==> config.mk <==
export PLATFORM = sky130hd
export DESIGN_NAME = searchable_fifo_queue_unit
export DESIGN_NICKNAME = d
export VERILOG_FILES = /design/src/sfq_pkg.sv /design/src/sfq_cell.sv /design/src/searchable_fifo_queue_unit.sv
export SDC_FILE = /design/constraint.sdc
export NUM_CORES = 1
export LEC_CHECK = 0
export ABC_CLOCK_PERIOD_IN_PS = 3900
export BUFFER_PORTS_ARGS = -buffer_cell sky130_fd_sc_hd__buf_2
export CORE_MARGIN = 8
export CORE_UTILIZATION = 32
export CTS_BUF_LIST = sky130_fd_sc_hd__clkbuf_2 sky130_fd_sc_hd__clkbuf_4 sky130_fd_sc_hd__clkbuf_8
export CTS_CLUSTER_DIAMETER = 40
export DETAILED_ROUTE_END_ITERATION = 8
export PLACE_DENSITY = 0.57
export SYNTH_ARGS = -nofsm -noshare
export SYNTH_HDL_FRONTEND = slang
export SYNTH_HIERARCHICAL = 1
export SYNTH_SLANG_ARGS = --single-unit
==> constraint.sdc <==
create_clock -name clock -period 3.9 [get_ports clock]
set_input_delay 0.195 -clock clock [delete_from_list [all_inputs] [get_ports clock]]
set_output_delay 0.195 -clock clock [all_outputs]
set_load 0.02 [all_outputs]
==> src/sfq_pkg.sv <==
// Shared types and constants of the searchable FIFO queue.
package sfq_pkg;

   localparam int QUEUE_DEPTH = 16;
   localparam int VALUE_W     = 32;
   localparam int CNT_W       = $clog2(QUEUE_DEPTH + 1);
   localparam int CMD_W       = 2;
   localparam int STATUS_W    = 2;
   localparam int MATCH_W     = 5;
   localparam int OCC_W       = 5;

   typedef logic signed [VALUE_W-1:0] value_type;
   typedef logic [CNT_W-1:0]          cnt_type;

   typedef enum logic [CMD_W-1:0] {
      CMD_INSERT = 2'd0,
      CMD_REMOVE = 2'd1,
      CMD_SEARCH = 2'd2
   } cmd_type;

   typedef enum logic [STATUS_W-1:0] {
      STAT_OK    = 2'd0,
      STAT_EMPTY = 2'd1,
      STAT_FULL  = 2'd2
   } status_type;

   typedef enum logic {
      ST_IDLE,
      ST_SEARCH
   } state_type;

   // Search token handed from cell to cell.
   typedef struct packed {
      logic      active;
      value_type key;
      cnt_type   hits;
   } srch_type;

endpackage

==> src/sfq_cell.sv <==
// One queue cell: holds an entry, shifts toward the head, and counts a search match.
module sfq_cell (
   input  logic              clock,
   input  logic              reset,
   input  logic              shift,
   input  logic              write,
   input  logic              occupied,
   input  sfq_pkg::value_type wr_value,
   input  sfq_pkg::value_type nbr_value,
   output sfq_pkg::value_type entry,
   input  sfq_pkg::srch_type  srch_in,
   output sfq_pkg::srch_type  srch_out
);
   import sfq_pkg::*;

   value_type entry_ff;
   value_type entry_in;
   logic      act_ff;
   value_type key_ff;
   cnt_type   hits_ff;
   cnt_type   hits_in;
   logic      hit;

   always_comb begin
      entry_in = entry_ff;
      if (write) begin
         entry_in = wr_value;
      end else if (shift) begin
         entry_in = nbr_value;
      end
      hit     = occupied && (entry_ff == srch_in.key);
      hits_in = srch_in.hits + CNT_W'(hit);
   end

   always_ff @(posedge clock) begin
      entry_ff <= entry_in;
      key_ff   <= srch_in.key;
      hits_ff  <= hits_in;
   end

   always_ff @(posedge clock) begin
      if (reset) begin
         act_ff <= 1'b0;
      end else begin
         act_ff <= srch_in.active;
      end
   end

   assign entry           = entry_ff;
   assign srch_out.active = act_ff;
   assign srch_out.key    = key_ff;
   assign srch_out.hits   = hits_ff;

endmodule

==> src/searchable_fifo_queue_unit.sv <==
// Searchable FIFO queue: top level with command control and the cell row.
//
// A first-in first-out queue of QUEUE_DEPTH signed 32-bit entries kept in a row
// of cells, the head always in cell 0. Each request carries a command: insert
// at the tail, remove the head, or search, which counts the held entries equal
// to the request value. Every request yields exactly one response with status
// (ok, empty, full), match count, occupancy after the command and the removed
// value (0 unless a remove succeeded). An insert into a full queue is dropped
// and flagged full; remove or search on an empty queue is flagged empty; the
// unused command code does nothing and reports the current occupancy.
// Timing: insert, remove, the unused code and an empty search load the response
// register at the same edge that takes the request, and it is shown in the next
// cycle. A search on a non-empty queue sends the key down the cell row one cell
// per cycle, each cell adding its own match to the count; the response is loaded
// once the key has left the last cell, and the queue takes no request until that
// response is loaded. A request is taken whenever the block is not searching and
// the response register is free or being emptied in the same cycle.
module searchable_fifo_queue_unit (
   input  logic                            clock,
   input  logic                            reset,
   input  logic                            req_valid,
   output logic                            req_stall,
   input  logic [sfq_pkg::CMD_W-1:0]       req_cmd,
   input  logic signed [sfq_pkg::VALUE_W-1:0] req_value,
   output logic                            rsp_valid,
   input  logic                            rsp_stall,
   output logic [sfq_pkg::STATUS_W-1:0]    rsp_status,
   output logic [sfq_pkg::MATCH_W-1:0]     rsp_match_count,
   output logic [sfq_pkg::OCC_W-1:0]       rsp_occupancy,
   output logic signed [sfq_pkg::VALUE_W-1:0] rsp_removed_value
);
   import sfq_pkg::*;

   state_type  state_ff, state_in;
   cnt_type    count_ff, count_in;

   // response register
   logic       rsp_valid_ff, rsp_valid_in;
   status_type status_ff, status_in;
   cnt_type    match_ff, match_in;
   cnt_type    occ_ff, occ_in;
   value_type  removed_ff, removed_in;

   // cell row
   value_type  entry_q [QUEUE_DEPTH];
   srch_type   srch_link [QUEUE_DEPTH+1];
   srch_type   srch_head;
   logic       shift_en;
   logic       insert_en;
   logic       accept;
   logic       is_empty;
   logic       is_full;
   cmd_type    cmd_sel;

   assign req_stall = (state_ff != ST_IDLE) || (rsp_valid_ff && rsp_stall);
   assign accept    = req_valid && !req_stall;
   assign cmd_sel   = cmd_type'(req_cmd);
   assign is_empty  = (count_ff == '0);
   assign is_full   = (count_ff == CNT_W'(QUEUE_DEPTH));

   always_comb begin
      state_in     = state_ff;
      count_in     = count_ff;
      rsp_valid_in = rsp_valid_ff && rsp_stall;
      status_in    = status_ff;
      match_in     = match_ff;
      occ_in       = occ_ff;
      removed_in   = removed_ff;
      shift_en     = 1'b0;
      insert_en    = 1'b0;
      srch_head.active = 1'b0;
      srch_head.key    = req_value;
      srch_head.hits   = '0;

      unique case (state_ff)
         ST_IDLE: begin
            if (accept) begin
               rsp_valid_in = 1'b1;
               status_in    = STAT_OK;
               match_in     = '0;
               removed_in   = '0;
               unique case (cmd_sel)
                  CMD_INSERT: begin
                     if (is_full) begin
                        status_in = STAT_FULL;
                     end else begin
                        insert_en = 1'b1;
                        count_in  = count_ff + CNT_W'(1);
                     end
                  end
                  CMD_REMOVE: begin
                     if (is_empty) begin
                        status_in = STAT_EMPTY;
                     end else begin
                        shift_en   = 1'b1;
                        removed_in = entry_q[0];
                        count_in   = count_ff - CNT_W'(1);
                     end
                  end
                  CMD_SEARCH: begin
                     if (is_empty) begin
                        status_in = STAT_EMPTY;
                     end else begin
                        // result comes back from the end of the row
                        rsp_valid_in     = 1'b0;
                        srch_head.active = 1'b1;
                        state_in         = ST_SEARCH;
                     end
                  end
                  default: begin
                     // unused code: no operation
                  end
               endcase
               occ_in = count_in;
            end
         end
         ST_SEARCH: begin
            if (srch_link[QUEUE_DEPTH].active) begin
               rsp_valid_in = 1'b1;
               status_in    = STAT_OK;
               match_in     = srch_link[QUEUE_DEPTH].hits;
               occ_in       = count_ff;
               removed_in   = '0;
               state_in     = ST_IDLE;
            end
         end
      endcase
   end

   assign srch_link[0] = srch_head;

   always_ff @(posedge clock) begin
      if (reset) begin
         state_ff     <= ST_IDLE;
         count_ff     <= '0;
         rsp_valid_ff <= 1'b0;
      end else begin
         state_ff     <= state_in;
         count_ff     <= count_in;
         rsp_valid_ff <= rsp_valid_in;
      end
   end

   always_ff @(posedge clock) begin
      status_ff  <= status_in;
      match_ff   <= match_in;
      occ_ff     <= occ_in;
      removed_ff <= removed_in;
   end

   // Cell i holds the i-th entry from the head. Insert writes the cell at the
   // current count; remove shifts every cell one place toward the head.
   for (genvar i = 0; i < QUEUE_DEPTH; i++) begin : g_cell
      value_type nbr;
      logic      occupied;
      logic      write;

      if (i == QUEUE_DEPTH - 1) begin : g_last
         assign nbr = entry_q[i];
      end else begin : g_mid
         assign nbr = entry_q[i+1];
      end

      assign occupied = (CNT_W'(i) < count_ff);
      assign write    = insert_en && (count_ff == CNT_W'(i));

      sfq_cell u_cell (
         .clock     (clock),
         .reset     (reset),
         .shift     (shift_en),
         .write     (write),
         .occupied  (occupied),
         .wr_value  (req_value),
         .nbr_value (nbr),
         .entry     (entry_q[i]),
         .srch_in   (srch_link[i]),
         .srch_out  (srch_link[i+1])
      );
   end

   assign rsp_valid         = rsp_valid_ff;
   assign rsp_status        = status_ff;
   assign rsp_match_count   = MATCH_W'(match_ff);
   assign rsp_occupancy     = OCC_W'(occ_ff);
   assign rsp_removed_value = removed_ff;

endmodule

==> impl_metrics.csv <==
group,metric,value,unit
setup_path,max_stage_delay,0.60,ns
grt,track_usage,12.3,%
sta,worst_slew_margin_rel,43.8,%
cells_and_area,area_growth,16.6,%
synth,syn_area,42600,µm²
routing,firstDrtPassIters,4,
floorplan,die_h,381,µm
setup_path,crit_arrival,3.73,ns
sta,fin_crit_sh,81.7,%
cells_and_area,stdcell_area,49700,µm²
placed_design,dpl.cell_count,4569,
grt,antenna_found_initial,1,
power_and_ir_drop,power.density,505,nW/µm²
setup_path,cpMaxStageDelayCell,"dfxtp_1",
cells_and_area,final_cells,4951,
setup_path,r2r_start,"count_ff[1]",
routing,vias_per_cell,4.39,
grt,grt-ovfl-total,0,
setup_path,path_class,"register to register",
synth,ys_warn_count,6,
clock_tree,cts_buffers,183,
routing,wl_per_cell,18.3,µm
clock_tree,clk_pin_slew,0.06,ns
outcome,status,"finished clean",
cells_and_area,fillers,12600,
floorplan,boundaryPins,84,
clock_tree,cts_tree,"done",
setup_path,path_max_fanout,23,
clock_tree,clockBufferDepth,3,
routing,vias,21700,
setup_path,required,4.44,ns
setup_path,cp_common_cell,"buf_4",
clock_tree,h-tree-depth,4,
floorplan,die_x,381,µm
synth,avgSynthCellArea,15.4,µm²
synth,syn_inst,2766,
setup_path,r2r-end,"g_cell[13].u_cell/entry[17]",
sta,setup_tns,0,ns
cells_and_area,layout.nets,3104,
floorplan,rows,134,
power_and_ir_drop,ir_worst_vdd,258,µV
floorplan,start_util,32.1,%
job,cap_violations,0,
setup_path,cp-start-kind,"register",
min_path,min_from,"req_value[27]",
sta,skew,0.0410,ns
sta,hold_viol,0,
setup_path,reg2reg_depth,9,
sta,fmax,0.314,GHz
grt,grt_pass1_wl,143000,µm
min_path,hold_class,"input pin to register",
sta,drv_slew,0,
grt,grt_max_degree,34,
sta,grt_setup_unrepaired,"false",
routing,antenna_left,0,
floorplan,core,133000,µm²
grt,first_global_vias,24000,
sta,period_needed,3.19,ns
clock_tree,cts_root_buffer,"clkbuf_8",
floorplan,dieArea,145000,µm²
min_path,hold_path_depth,2,
setup_path,end_kind,"register",
power_and_ir_drop,leakagePower,18.0,nW
setup_path,worstPathCellList,"inv_1 -> ha_1 -> nand2b_1 -> o31a_1 -> nand3_1 -> nor3_2 -> buf_4 -> buf_4 -> mux2_2",
routing,wirelength,90600,µm
placed_design,place_hpwl,66100,µm
routing,drtIter0Drc,951,
cells_and_area,drive_gt1_share,32.1,%
sta,setup_viol,0,
clock_tree,cts_resized,0,
routing,drc_errors,0,
placed_design,dpl-instance-area,45200,µm²
placed_design,gp_congestion,0.822,
sta,tightest_slew,0.843,ns
min_path,min_to,"g_cell[0].u_cell/key_ff[27]",
setup_path,r2r_setup_slack,0.71,ns
placed_design,port_buffers,83,
clock_tree,cts.sinks,1139,
clock_tree,insertion_delay,0.83,ns
-- where the power goes --
group / leakage [nW] / switching (mW) / internal (mW)
clock: 2.17 / 4.67 / 6.33
sequential: 9.98 / 0.290 / 12.9
combinational: 5.88 / 0.509 / 0.350
-- registers in the layout, summed over array words and instances (netlist names) --
register               flops
rsp_removed_value         32
g_cell.u_cell/key_ff     480
g_cell.u_cell/entry      512
rsp_occupancy              5
rsp_valid                  1
g_cell.u_cell/act_ff      16
rsp_status                 2
state_ff                   1
rsp_match_count            5
g_cell.u_cell/hits_ff     80
count_ff                   5
-- repair_timing --
item / CTS / global route
buffers inserted: 0 / 0
hold endpoints to repair: 103 / 0
hold buffers: 39 / 0
-- worst max path at each step --
stage,from,to,slack [ns]
5_1_grt,count_ff[1],g_cell[13].u_cell/entry[14],0.52
6_report,count_ff[1],g_cell[13].u_cell/entry[17],0.71
3_5_place_dp,count_ff[0],g_cell[13].u_cell/entry[25],0.75
2_1_floorplan,count_ff[1],g_cell[11].u_cell/entry[0],1.11
4_1_cts,count_ff[1],g_cell[13].u_cell/entry[3],0.72
3_3_place_gp,count_ff[1],g_cell[13].u_cell/entry[9],0.81
-- through the flow --
stage	total power, mW	util, %	hold WS (ns)	setup WS, ns
after floorplan	13.9	-	0.223	1.11
after global placement	14.3	34.0	0.353	0.812
after detailed placement	14.3	34.0	0.353	0.754
after CTS	25.5	37.4	0.185	0.724
after global routing	26.1	37.4	0.222	0.522
final	25.1	37.4	0.256	0.713
-- layer usage --
| metal | up-vias | wire [µm] | track usage [%] |
|---|---|---|---|
| li1 | 10500 | - | - |
| met1 | 10800 | 39500 | 15.2 |
| met2 | 314 | 46200 | 21.8 |
| met3 | 153 | 2720 | 2.20 |
| met4 | 0 | 2160 | 4.15 |
| met5 | - | 0 | 0 |
-- critical path, delay by kind of cell, from the launching register on --
family	cells	cell delay (ns)
simple gates	3	0.66
flops	1	0.60
fa+ha+maj	1	0.29
compound gates	1	0.29
mux	1	0.37
buf+inv	3	0.68
-- area by class of cell --
class	count	area, µm²	area share (%)
Antenna cell	1	2.50	0.00504
Tap cell	1768	2210	4.45
Clock buffer	305	3700	7.45
Multi-Input combinational cell	1527	13800	27.8
Sequential cell	1139	28400	57.1
Inverter	15	56.3	0.113
Clock inverter	37	372	0.748
Timing Repair Buffer	159	1170	2.36
-- placed cells by master, fill, tap and decap left out, types with 7 or more instances in the layout --
cell type      count
dfxtp_1          583
edfxtp_1         556
xor2_1           512
mux2_2           512
clkbuf_8         225
nor4_1           112
buf_2             83
clkbuf_4          80
nand3_1           66
xnor2_1           48
ha_1              41
and2_1            40
dlygate4sd3_1     39
buf_4             30
nor3_1            23
nor3_2            20
nor2b_1           19
nand2_1           18
nand4_1           17
or2_2             16
inv_1             14
o21ai_0           13
nor2_1            12
clkinv_2          12
conb_1             9
clkinv_1           7
nor4_2             7
buf_12             7
Power figures use the tool's default switching activity.
